==> config.mk <==
export PLATFORM = sky130hd
export DESIGN_NAME = hdng_ram
export DESIGN_NICKNAME = d
export VERILOG_FILES = /design/src/rtl/hdng_ram.sv
export SDC_FILE = /design/constraint.sdc
export NUM_CORES = 1
export LEC_CHECK = 0
export BUFFER_PORTS_ARGS = -buffer_cell sky130_fd_sc_hd__buf_2
export CAP_MARGIN = 30
export CORE_ASPECT_RATIO = 0.7
export CORE_MARGIN = 1.5
export CORE_UTILIZATION = 60
export CTS_CLUSTER_DIAMETER = 40
export DETAILED_ROUTE_END_ITERATION = 8
export PLACE_DENSITY = 0.77
export SYNTH_ARGS = -nofsm -noshare
export SYNTH_HDL_FRONTEND = slang
export SYNTH_SLANG_ARGS = --single-unit
==> constraint.sdc <==
create_clock -name clock -period 8.81 [get_ports clock]
set_clock_uncertainty 0.05 [all_clocks]
set_input_delay 1.762 -clock clock [delete_from_list [all_inputs] [get_ports clock]]
set_output_delay 1.762 -clock clock [all_outputs]
set_load 0.05 [all_outputs]
==> src/rtl/hdng_ram.sv <==
// ----------------------------------------------------------------------------
// hdng_ram
// Generic single-write, single-read RAM with registered read data.
// ----------------------------------------------------------------------------
module hdng_ram #(
   parameter int WIDTH  = 64,
   parameter int DEPTH  = 16,
   parameter int ADDR_W = (DEPTH > 1) ? $clog2(DEPTH) : 1
) (
   input  logic              clock,
   input  logic              wr_en,
   input  logic [ADDR_W-1:0] wr_addr,
   input  logic [WIDTH-1:0]  wr_data,
   input  logic [ADDR_W-1:0] rd_addr,
   output logic [WIDTH-1:0]  rd_data
);

   logic [WIDTH-1:0] mem [DEPTH];

   always_ff @(posedge clock) begin
      if (wr_en) begin
         mem[wr_addr] <= wr_data;
      end
      rd_data <= mem[rd_addr];
   end

endmodule

Word-level counts from Yosys, hierarchy flattened
Memory sizes are Yosys's and may differ from the RTL's. A register that Yosys moved wholly into a read port is not among the register bits.
Cells that the tools add are included.
Widths: inputs -> output; s select.
{"block": "word_totals", "output_inout_bits": 64, "ram_bits": 1024, "memories": 1, "reg_bits": 0}
{"block": "op_classes", "mux": 2}
{"name": "mem", "depth": 16, "width": 64, "read_ports": 1, "rd_clocked_by_memory_dff": 1, "wr": 1, "line": "18", "source": "logic [WIDTH-1:0] mem [DEPTH];"}
{"op": "$mux 1", "count": 2}

Depth between registers and ports, before layout
{"block": "logic_depth", "depth_word": 2, "ltp_mapped": 6, "mapped_depth_nobuf": 3}

Worst setup path before layout
OpenSTA, ideal clock, no wires.
{"block": "synth_timing", "path_type": "input port to flip-flop", "start": "input port wr_addr[2]", "end": "memory mem[0][0], enable pin", "n_path_buf": 0, "setup_slack_ns": 1.569, "setup_time_ns": 0.565, "stages": 2, "t_arrival_ns": 6.625, "cell_sequence": "or3b_2 nor3_1"}
{"element": "start: declaration", "line": "12", "source": "input logic [ADDR_W-1:0] wr_addr,"}
{"element": "end: declaration", "line": "18"}
No word-level cell before the write port.

Final worst setup path
{"block": "layout_timing", "start": "input port wr_addr[2]", "end": "memory mem[10][16], enable pin"}
No word-level cell before the write port.

==> results.md <==
* CTS Hold Bufs at 0
* Final RePlAce weighted congestion at between 0.7 and 0.8
* Worst-path clk slew at around 0.06 ns
* Area growth syn-to-layout at 13.2%
* Final min period at about 3.7 ns
* Gr ovfl total at 0
* Synth Area per Inst at around 24 um2
* Largest net degree at the start of global routing at around 140
* Synth Register Bits at 1,088
* Worst skew pair latency at approximately 0.65 ns
* Crit path to: mem[10][16]$_DFFE_PP_
* Reg-to-reg slack, setup at around 7.4 ns
* Cell Chain, Critical Path: buf_2, nand3b_1, nor2_4, buf_4
* Root buf cell: clkbuf_16
* Top-area cell type share of the netlist area at 0.777
* Max-cap viol count at 0
* Final Hold Viols at 0
* I/O pins at between 100 and 150
* Min-Delay Path Class: flip-flop to flip-flop
* Initial antenna violation count at 14
* Max-slew violations at 0
* Flop pwr share at 0.541
* Status: complete, no violations
* Most area-consuming cells after synthesis: edfxtp_1 78%, mux4_2 15%, dfxtp_1 3.2%, a22oi_1 2.4%, nand2_1 0.62%
* H-Tree Depth at 3
* Worst setup SP type: primary input
* Initial Util at 0.609
* Combinational power share at 0.056
* Die ar. at around 68,000 um2
* Synthesized net count at between 1,500 and 2,000
* Core area at roughly 65,000 um2
* Slowest Stage Delay on Critical Path at ~0.84 ns
* DRC errors left at 0
* Final Power at about 11 mW
* Die X at ~310 um
* First-pass GRT wire length at between 100,000 and 150,000 um
* Worst EP required at 9.04 ns
* Distinct cells, synth at 18
* Initial DRC Count at 2,196
* Slowest CP cell: buf_4
* Arrival time worst endpoint at roughly 3.9 ns
* # rows at 78
* Reg2reg path depth at 3
* CP startpoint: wr_addr[2]
* Tcrit/Tclk final at 0.422
* P_leak at around 14 nW
* DP Wirelength at between 30,000 and 40,000 um
* Post-Layout Cell Count at around 2,800
* Worst Setup Path Type: primary input to flip-flop
* Post-CTS sizing at 0
* Power Internal at between 8 and 9 mW
* I/O Buffers at ~140
* CTS tree: done
* Routed WL per cell at slightly above 30 um
* DRT antenna net count at 0
* Tightest Pin Transition at ~1.1 ns
* P_sw at between 2 and 2.5 mW
* Share of cells above drive strength 1 at 0.311
* Sw frac at 0.212
* TNS Setup at 0 ns
* CTS sink count at 1,088
* Reg-to-reg startpoint: mem[3][58]$_DFFE_PP_
* Vias at around 18,000
* Unrepaired setup endpoints after global routing: no
* Post-synth top area cell: edfxtp_1
* Post-CTS Setup Inserts at 0
* Mapped Cells at around 1,600
* Pwr Density at around 240 nW/um2
* Num CTS Buffers at 100
* Fin nets at about 1,900
* Sequential fraction of the synthesis area at 0.809
* Via density at between 6 and 7
* Max FO, Critical Path at 45
* Setup violations, final at 0
* Yosys Warn Count at 0
* Final WL at around 86,000 um
* Post-Syn Area at between 30,000 and 40,000 um2
* Initial DRT Pass Iterations at 5
* Peak supply drop at roughly 0.17 mV
* Placed cells at roughly 2,600
* Clock Path Buffers at 3
* Clk network pwr share at 0.404
* Vias in the first global route at 19,064
* Global Route Usage Sum at 0.263
* R2R Path End: rd_data[58]$_DFF_P_
* Die Y at about 220 um
* Fmax at about 0.27 GHz
* Slew margin rel. at 0.260
* Crit end category: flip-flop
-- cells in the mapped netlist (all sizes together) --
| library cell | count |
|---|---|
| nor2 | 13 |
| nand3b | 2 |
| a22oi | 128 |
| or3b | 1 |
| dfxtp | 64 |
| and2 | 1 |
| mux4 | 256 |
| edfxtp | 1024 |
| nand2 | 65 |
| nand3 | 1 |
| nand2b | 2 |
| buf | 48 |
| clkbuf | 36 |
| nor2b | 2 |
| nor3 | 4 |
-- logic make-up (layout without fill, tap and decap cells) --
family          Yosys count  after routing  share of synthesized area
compound gates          128            128                     0.0243
buf+inv                  84            355                     0.0114
flops                  1088           1088                      0.809
mux                     256            256                      0.146
other cells               0              4                          0
simple gates             91             91                    0.00942
-- state kept, by name, summed over array words and instances, names as in the netlist --
register	cells
mem	1024
rd_data	64
-- layout by cell type, fill, tap and decap left out --
| master | n |
|---|---|
| buf_4 | 25 |
| diode_2 | 4 |
| or3b_2 | 1 |
| bufinv_16 | 8 |
| clkinv_4 | 4 |
| buf_12 | 3 |
| inv_8 | 1 |
| edfxtp_1 | 1024 |
| inv_6 | 6 |
| nand2b_1 | 2 |
| clkinv_2 | 11 |
| nor2b_4 | 2 |
| nand3_1 | 1 |
| nor2_4 | 13 |
| buf_8 | 2 |
| dfxtp_1 | 64 |
| clkinvlp_4 | 5 |
| buf_2 | 135 |
| nand3b_1 | 2 |
| nor3_2 | 4 |
| clkinv_8 | 1 |
| and2_4 | 1 |
| clkinv_1 | 8 |
| nand2_1 | 65 |
| a22oi_1 | 128 |
| clkbuf_16 | 105 |
| clkbuf_8 | 9 |
| mux4_2 | 256 |
| clkbuf_1 | 27 |
| buf_16 | 5 |
-- power groups by stage --
stage	logic (mW)	clock network (mW)	registers, mW
after CTS	0.606	4.41	5.83
after global routing	0.638	4.60	5.84
after floorplan	0.276	0	6.05
after global placement	0.584	0	5.93
final	0.601	4.35	5.83
after detailed placement	0.598	0	5.94
-- routing by layer --
layer / vias up / part of all wire / wire length, um / global-route usage
met3: 186 / 0.082 / 7030 / 0.0539
met1: 9663 / 0.37 / 32300 / 0.352
met4: 18 / 0.029 / 2480 / 0.0807
met2: 920 / 0.51 / 44300 / 0.440
li1: 7441 / - / - / -
met5: - / 0.0013 / 110 / 0
-- layout make-up --
| type | count | area, um2 |
|---|---|---|
| Sequential cell | 1088 | 32000 |
| Fill cell | 3887 | 20200 |
| Multi-Input combinational cell | 475 | 7230 |
| Clock buffer | 141 | 2850 |
| Tap cell | 880 | 1100 |
| Timing Repair Buffer | 170 | 1090 |
| Clock inverter | 44 | 478 |
| Antenna cell | 4 | 10.0 |
-- worst max-delay path, delay by kind of cell --
kind | cells | cell delay, ns
buf+inv | 2 | 0.95
simple gates | 2 | 1.15
-- stage by stage --
step                setup WS [ns]  utilization  cell area [um2]  hold slack, ns
CTS                          5.04        0.689            44800           0.626
finish                       5.09        0.689            44800           0.624
global route                 4.86        0.689            44800           0.649
global placement             4.20        0.636            41300           0.599
floorplan                    1.57            -            39600           0.585
detailed placement           4.38        0.637            41400           0.604
-- worst min path at each step --
stage / end / slack [ns] / startpoint / cells after the start
floorplan: rd_data[0]$_DFF_P_ / 0.58 / mem[14][0]$_DFFE_PP_ / 3
global placement: rd_data[40]$_DFF_P_ / 0.60 / mem[14][40]$_DFFE_PP_ / 3
detailed placement: rd_data[0]$_DFF_P_ / 0.60 / mem[15][0]$_DFFE_PP_ / 3
CTS: rd_data[61]$_DFF_P_ / 0.63 / mem[12][61]$_DFFE_PP_ / 3
global route: rd_data[56]$_DFF_P_ / 0.65 / mem[12][56]$_DFFE_PP_ / 3
finish: rd_data[60]$_DFF_P_ / 0.62 / mem[14][60]$_DFFE_PP_ / 3
No activity file was read; power rests on OpenSTA's default activity.
