$ cat src/rtl/hdng_pkg.sv
// ----------------------------------------------------------------------------
// hdng_pkg
// Shared constants, command codes and control types of the n-gram encoder.
// ----------------------------------------------------------------------------
package hdng_pkg;

   localparam int DIM_DEF      = 1024;
   localparam int NGRAM_DEF    = 3;
   localparam int SUM_BITS_DEF = 22;

   localparam int LANES     = 64;
   localparam int NSYM      = 27;
   localparam int SUM_OUT_W = 22;

   localparam logic [4:0] SYM_SPACE = 5'd26;
   localparam logic [7:0] CHAR_A    = 8'h61;
   localparam logic [7:0] CHAR_Z    = 8'h7a;
   localparam logic [7:0] CHAR_SP   = 8'h20;

   typedef enum logic [2:0] {
      FUNC_LOAD    = 3'd0,
      FUNC_CLEAR   = 3'd1,
      FUNC_CHAR    = 3'd2,
      FUNC_RD_SUM  = 3'd3,
      FUNC_RD_SIGN = 3'd4
   } func_type;

   typedef struct packed {
      logic clear;
      logic step;
      logic known;
      logic wr_en;
      logic rd_start;
      logic rd_adv;
   } hist_ctrl_type;

endpackage

$ cat src/rtl/hdng_ram.sv
// ----------------------------------------------------------------------------
// hdng_ram
// Generic single-write, single-read RAM with registered read data.
// ----------------------------------------------------------------------------
module hdng_ram #(
   parameter int WIDTH  = 64,
   parameter int DEPTH  = 16,
   parameter int ADDR_W = (DEPTH > 1) ? $clog2(DEPTH) : 1
) (
   input  logic              clock,
   input  logic              wr_en,
   input  logic [ADDR_W-1:0] wr_addr,
   input  logic [WIDTH-1:0]  wr_data,
   input  logic [ADDR_W-1:0] rd_addr,
   output logic [WIDTH-1:0]  rd_data
);

   logic [WIDTH-1:0] mem [DEPTH];

   always_ff @(posedge clock) begin
      if (wr_en) begin
         mem[wr_addr] <= wr_data;
      end
      rd_data <= mem[rd_addr];
   end

endmodule

$ cat src/rtl/hdng_hist.sv
// ----------------------------------------------------------------------------
// hdng_hist
// History rows: one word RAM per row, a circular row pointer, a rotation
// count per row, and word-serial funnel readout of the bound product.
// ----------------------------------------------------------------------------
module hdng_hist import hdng_pkg::*; #(
   parameter int DIM   = DIM_DEF,
   parameter int NGRAM = NGRAM_DEF,
   parameter int WORDS = DIM / LANES,
   parameter int WAW   = (WORDS > 1) ? $clog2(WORDS) : 1
) (
   input  logic              clock,
   input  logic              reset,
   input  hist_ctrl_type     ctrl,
   input  logic [WAW-1:0]    wr_word,
   input  logic [LANES-1:0]  wr_data,
   output logic [LANES-1:0]  prod,
   output logic              all_valid
);

   localparam int RW = (NGRAM > 1) ? $clog2(NGRAM) : 1;
   localparam int SW = $clog2(LANES);

   logic [RW-1:0]    base_ff;
   logic [RW-1:0]    base_dec;
   logic [NGRAM-1:0] valid_ff;
   logic [WAW-1:0]   q_ff    [NGRAM];
   logic [SW-1:0]    s_ff    [NGRAM];
   logic [WAW-1:0]   addr_ff [NGRAM];
   logic [LANES-1:0] prev_ff [NGRAM];
   logic [LANES-1:0] ram_q   [NGRAM];
   logic [LANES-1:0] rowc    [NGRAM];

   assign base_dec  = (base_ff == '0) ? RW'(NGRAM - 1) : base_ff - 1'b1;
   assign all_valid = &valid_ff;

   always_ff @(posedge clock) begin
      if (reset) begin
         base_ff  <= '0;
         valid_ff <= '0;
      end else if (ctrl.clear) begin
         valid_ff <= '0;
      end else if (ctrl.step) begin
         base_ff <= base_dec;
         if (ctrl.known) begin
            valid_ff[base_dec] <= 1'b1;
         end
      end
   end

   for (genvar p = 0; p < NGRAM; p++) begin : g_row
      logic [SW:0]        sh;
      logic [2*LANES-1:0] cat_sh;

      always_ff @(posedge clock) begin
         if (ctrl.step) begin
            if (ctrl.known && base_dec == RW'(p)) begin
               q_ff[p] <= '0;
               s_ff[p] <= '0;
            end else begin
               s_ff[p] <= s_ff[p] + 1'b1;
               if (s_ff[p] == SW'(LANES - 1)) begin
                  q_ff[p] <= (q_ff[p] == WAW'(WORDS - 1)) ? '0 : q_ff[p] + 1'b1;
               end
            end
         end
         if (ctrl.rd_start) begin
            addr_ff[p] <= WAW'(WORDS - 1) - q_ff[p];
         end else if (ctrl.rd_adv) begin
            addr_ff[p] <= (addr_ff[p] == WAW'(WORDS - 1)) ? '0 : addr_ff[p] + 1'b1;
         end
         prev_ff[p] <= ram_q[p];
      end

      hdng_ram #(
         .WIDTH (LANES),
         .DEPTH (WORDS)
      ) u_row (
         .clock   (clock),
         .wr_en   (ctrl.wr_en && base_ff == RW'(p)),
         .wr_addr (wr_word),
         .wr_data (wr_data),
         .rd_addr (addr_ff[p]),
         .rd_data (ram_q[p])
      );

      // lo word holds elements before the chunk, hi word the chunk itself
      assign sh      = (SW + 1)'(LANES) - {1'b0, s_ff[p]};
      assign cat_sh  = {ram_q[p], prev_ff[p]} >> sh;
      assign rowc[p] = cat_sh[LANES-1:0];
   end

   // bipolar product: +1 when the count of -1 elements is even
   always_comb begin
      logic [LANES-1:0] z;
      z = '0;
      for (int p = 0; p < NGRAM; p++) begin
         z = z ^ ~rowc[p];
      end
      prod = ~z;
   end

endmodule

$ cat config.mk
export PLATFORM = sky130hd
export DESIGN_NAME = hdng_hist
export DESIGN_NICKNAME = d
export VERILOG_FILES = /design/src/rtl/hdng_pkg.sv /design/src/rtl/hdng_ram.sv /design/src/rtl/hdng_hist.sv
export SDC_FILE = /design/constraint.sdc
export NUM_CORES = 2
export LEC_CHECK = 0
export BUFFER_PORTS_ARGS = -buffer_cell sky130_fd_sc_hd__buf_2
export CAP_MARGIN = 15
export CORE_UTILIZATION = 55
export CTS_CLUSTER_SIZE = 40
export DETAILED_ROUTE_END_ITERATION = 12
export GPL_TIMING_DRIVEN = 0
export HOLD_SLACK_MARGIN = 0.03
export PLACE_DENSITY = 0.81
export SYNTH_ARGS = -nofsm -noshare
export SYNTH_HDL_FRONTEND = slang
export SYNTH_SLANG_ARGS = --single-unit
$ cat constraint.sdc
create_clock -name clock -period 7.7 [get_ports clock]
set_clock_uncertainty 0.15 [all_clocks]
set_input_delay 0 -clock clock [delete_from_list [all_inputs] [get_ports clock]]
set_output_delay 0 -clock clock [all_outputs]
set_load 0.1 [all_outputs]
==> results of run 1 <==
## synth_stat cells (all sizes together), types with 11 or more instances
library cell and instances:
a211oi 47, a21oi 159, a221oi 30, a22oi 26
a31oi 31, a32oi 15, and3 24, buf 317
clkbuf 242, dfxtp 389, edfxtp 3114, ha 18
inv 27, mux2 148, mux2i 546, mux4 1373
nand2 404, nand3 99, nand4 15, nor2 298
nor3 49, o211ai 44, o21ai 118, o221ai 25
o22a 13, o22ai 90, o2bb2ai 11, xnor2 121
xor2 43
## stage by stage
step	TNS, ps	hold WS, ps	setup WS, ps	instances	cell area, sq um
global placement	-112150	72.6	-340	11900	158000
floorplan	0	-77.6	2460	8008	153000
## kinds of logic after synthesis
logic type	count (synthesis)	synth area share, %
flops	3503	66.2
mux	2067	24.9
simple gates	957	2.72
compound gates	710	3.14
buf+inv	586	1.86
xor+xnor	167	1.03
fa+ha+maj	18	0.147
==> summary.txt, run 1 <==
Outcome
  – Run status: aborted with a tool error
  – Stopped at: 3_5_place_dp
  – Stop err: [ERROR DPL-0033] detailed placement checks failed during check placement.

Floorplan
  – Initial Util: a little under three fifths
  – Row count: between 150 and 200
  – Ports: 141
  – Die Width: 529 um
  – Die height: between 500 and 600 um

Logic synthesis
  – Seq/Total Area, Yosys: 66.2%
  – Synth top area cells: edfxtp_1 61%, mux4_2 20%, dfxtp_1 5.1%
  – Post-Syn Area per Cell: 19.1 sq um
  – Mapped Area: 0.153 sq mm
  – Most common flop cell mapped by yosys: edfxtp_1
  – Post-synth EDFFs: 3114
  – Leading area contributor after synthesis: edfxtp_1
  – Synth async-reset ratio: 0%
  – Synth top area share: 61.1%
  – Library cells used by synthesis: between 90 and 100
  – Post-synthesis register bit count: 3503
  – Post-synth net total: 8102
  – Post-Syn Instances: roughly 8000
  – Synth Warn #: 0

Placed design
  – PortBufs: 139
  – GPL Wtd Cong: 1.02
  – DP HPWL: 428000 um
==> run 2: changes to the inputs <==
--- a/config.mk
+++ b/config.mk
@@ -7,12 +7,10 @@
 export LEC_CHECK = 0
 export BUFFER_PORTS_ARGS = -buffer_cell sky130_fd_sc_hd__buf_2
 export CAP_MARGIN = 15
-export CORE_UTILIZATION = 55
-export CTS_CLUSTER_SIZE = 40
+export CORE_UTILIZATION = 40
 export DETAILED_ROUTE_END_ITERATION = 12
 export GPL_TIMING_DRIVEN = 0
-export HOLD_SLACK_MARGIN = 0.03
-export PLACE_DENSITY = 0.81
+export PLACE_DENSITY_LB_ADDON = 0.15
 export SYNTH_ARGS = -nofsm -noshare
 export SYNTH_HDL_FRONTEND = slang
 export SYNTH_SLANG_ARGS = --single-unit
==> summary.txt, run 2 <==
Outcome
  – Run status: finished, violations left
  – Violated checks: max-slew violations, negative setup slack

Floorplan
  – Die Width: 620 um (+17%)
  – Row count: 226 (+17%)
  – Ports: 141 (unchanged)
  – Core Region: 0.380 sq mm
  – Die area: 0.385 sq mm
  – Initial Util: 40.3% (-15 points)
  – Die height: 620 um (+17%)

Worst setup path
  – Critical-path top delay cell: a221oi_1
  – Startpoint types: flop
  – Setup crit start: s_ff[1][0]
  – Crit path max-delay family: buffers and inverters
  – Max incr delay on CP: 1260 ps
  – Crit path cell chain: buf_2 > buf_4 > inv_2 > ha_1 > buf_4 > buf_4 > buf_2 > buf_1 > mux4_2 > mux2i_1 > a211oi_1 > nor3_1 > a221oi_1 > xnor2_1 > xnor2_1 > buf_2
  – Worst r2r src: addr_ff[1][0]
  – Worst setup EP type: output port
  – CP Class: flop to output port
  – Bufs and invs on worst path: 8
  – CP required: ~7600 ps
  – Critical Path Fanout Max: 11
  – Arrival time at the worst endpoint: 7650 ps

STA
  – Worst relative slew slack: -9.55%
  – Hold slack: just over 200 ps
  – Final setup margin: -96.5 ps
  – Endpoints failing setup: 1
  – Tcrit/Tclk final: 101%
  – Max Slew Vio Count: 1
  – Slew @ Worst Pin: 1640 ps
  – Final Hold Violating Endpoints: 0
  – RSZ-0062 raised after global routing: false
  – FMAX: 128 MHz
  – Fin crit period: 7800 ps

Clocking
  – Reg clk slew, reported paths: 60 ps
  – CTS tree: done
  – Clk Latency, worst-skew pair: between 800 and 900 ps
  – CTS max path bufs: 4
  – Clk sinks: 3503
  – Setup bufs post-CTS: 0
  – H-tree Lvls: 5
  – CTS Buf Count: 342
  – Root buf cell: clkbuf_16

Global route
  – All-Layer GR Usage: roughly 30%
  – Vias in the first global route: 86100
  – Overflow after GRT: 0
  – First-pass GRT wire length: 768000 um
  – Initial antenna violation count: 53
  – Largest net degree at the start of global routing: 49

Placed design
  – GPL Wtd Cong: 0.973 (-4.5%)
  – Post-place instance area: 0.164 sq mm
  – Dpl cells: 13300
  – PortBufs: 139 (unchanged)
  – DP HPWL: 424000 um (-1.1%)

Logic synthesis
  – Synth top area share: 61.1% (unchanged)
  – Synth Warn #: 0 (unchanged)
  – Seq/Total Area, Yosys: 66.2% (unchanged)
  – Mapped Area: 0.153 sq mm (unchanged)
  – Library cells used by synthesis: 94 (unchanged)
  – Post-synth top cells: 3114 x edfxtp_1, 1373 x mux4_2, 545 x mux2i_1, 399 x nand2_1, 389 x dfxtp_1
  – Post-synthesis register bit count: 3503 (unchanged)
  – Most common flop cell mapped by yosys: edfxtp_1
  – Top-count cell post-synth: edfxtp_1
  – Synth async-reset ratio: 0% (unchanged)
  – Post-Syn Area per Cell: 19.1 sq um (unchanged)
  – Post-synth EDFFs: 3114 (unchanged)
  – Synth top area cells: edfxtp_1 61%, mux4_2 20%, dfxtp_1 5.1%
  – Post-Syn Instances: 8008 (unchanged)
  – Post-synth net total: 8102 (unchanged)
  – Leading area contributor after synthesis: edfxtp_1

Layout
  – Final core occ: 46.4%
  – Biggest register: g_row.u_row.mem
  – Finished Layout Cells: 14100
  – Synth-to-layout area growth: 15.2%
  – Final Cell Area: 0.176 sq mm
  – Share of cells above drive strength 1: 29.8%
  – Fin nets: 8881
  – Number of flip-flops in the largest register: ~3100
  – Largest registers: g_row.u_row.mem: 3072 flops, g_row.u_row.rd_data: 192 flops, prev_ff: 192 flops
  – Most frequent cells in the layout: 3114 x edfxtp_1, 1373 x mux4_2, 545 x mux2i_1
  – Most common cell after layout, fill and taps aside: edfxtp_1

Power
  – Leak: roughly 57 nW
  – Total power: 53.4 mW
  – VDD IR max: 1080 uV
  – Power Density: 303 mW/mm^2

Route
  – DR vias: a little under 90000
  – DRC violation count after routing: 0
  – DR WL/cell: just over 40 um
  – Initial DRC count: 11100
  – Drt total wl: around 570000 um
  – Via/cell ratio: 6.25
  – DRT Pass-1 Iters: 6
  – Antenna viol nets, final: 0

Hold path
  – Hold Path Origin: wr_data[30]
  – Worst hold path class: input port to flop

Flow run
  – Maxcap violations: 0
-- run 2: logic make-up (layout without fill, tap and decap cells) --
family	after synthesis	after routing	synth area share, %
buffers and inverters	586	1647	1.86
xor gates and xnor gates	167	167	1.03
muxes	2067	2067	24.9
other	0	18	0
DFF	3503	3503	66.2
AOI/OAI and AO/OA	710	710	3.14
and+or+nand+nor	957	957	2.72
adders and majority gates	18	18	0.147
-- run 2: layout make-up --
cell class                      instances  area (sq um)
Fill cell                           31900        204000
Sequential cell                      3503        101000
Multi-Input combinational cell       3919         49300
Clock buffer                          455          9330
Tap cell                             5016          6280
Timing Repair Buffer                  435          5440
Buffer                                559          2740
Clock inverter                        171          1680
Inverter                               27           101
Antenna cell                           18          45.0
-- run 2: where the power goes --
group          total (mW)  internal [mW]  switching, mW
registers            21.8           21.1          0.657
logic                15.0           4.17           10.8
clock network        16.7           9.58           7.09
total                53.4           34.9           18.6
-- run 2: worst paths after layout --
path         slack, ps  depth (start not counted)                    endpoint
min                200                          2   g_row[1].u_row.mem[3][30]
max reg2reg       3560                          5  g_row[1].u_row.rd_data[57]
min reg2reg        250                          0             prev_ff[0][119]
max               -100                         16                    prod[15]
-- run 2: repair_timing --
action                                  in CTS  in global routing
endpoints found under the hold margin     3167                  0
hold buffers                                86                  0
endpoints found under the setup margin       2                  1
resized for setup                            2                  1
-- run 2: stage by stage --
stage / TNS, ps / setup slack [ps]
6_report: -96.5 / -96.5
3_3_place_gp: -1431120 / -925
2_1_floorplan: 0 / 2460
3_5_place_dp: 0 / 797
4_1_cts: 0 / 8.57
5_1_grt: 0 / 55.6
-- run 2: per-layer routing --
layer  share of wire, %  routed length (um)  GRT usage (%)  vias to the layer above
met5              0.021                 118              0                        -
met4                4.1               23200           10.4                       20
met3                7.3               41300           4.60                      755
met2                 46              261000           45.1                     4213
met1                 43              244000           42.5                    48100
li1                   -                   -              -                    35000
No activity file was read; power rests on OpenSTA's default activity.
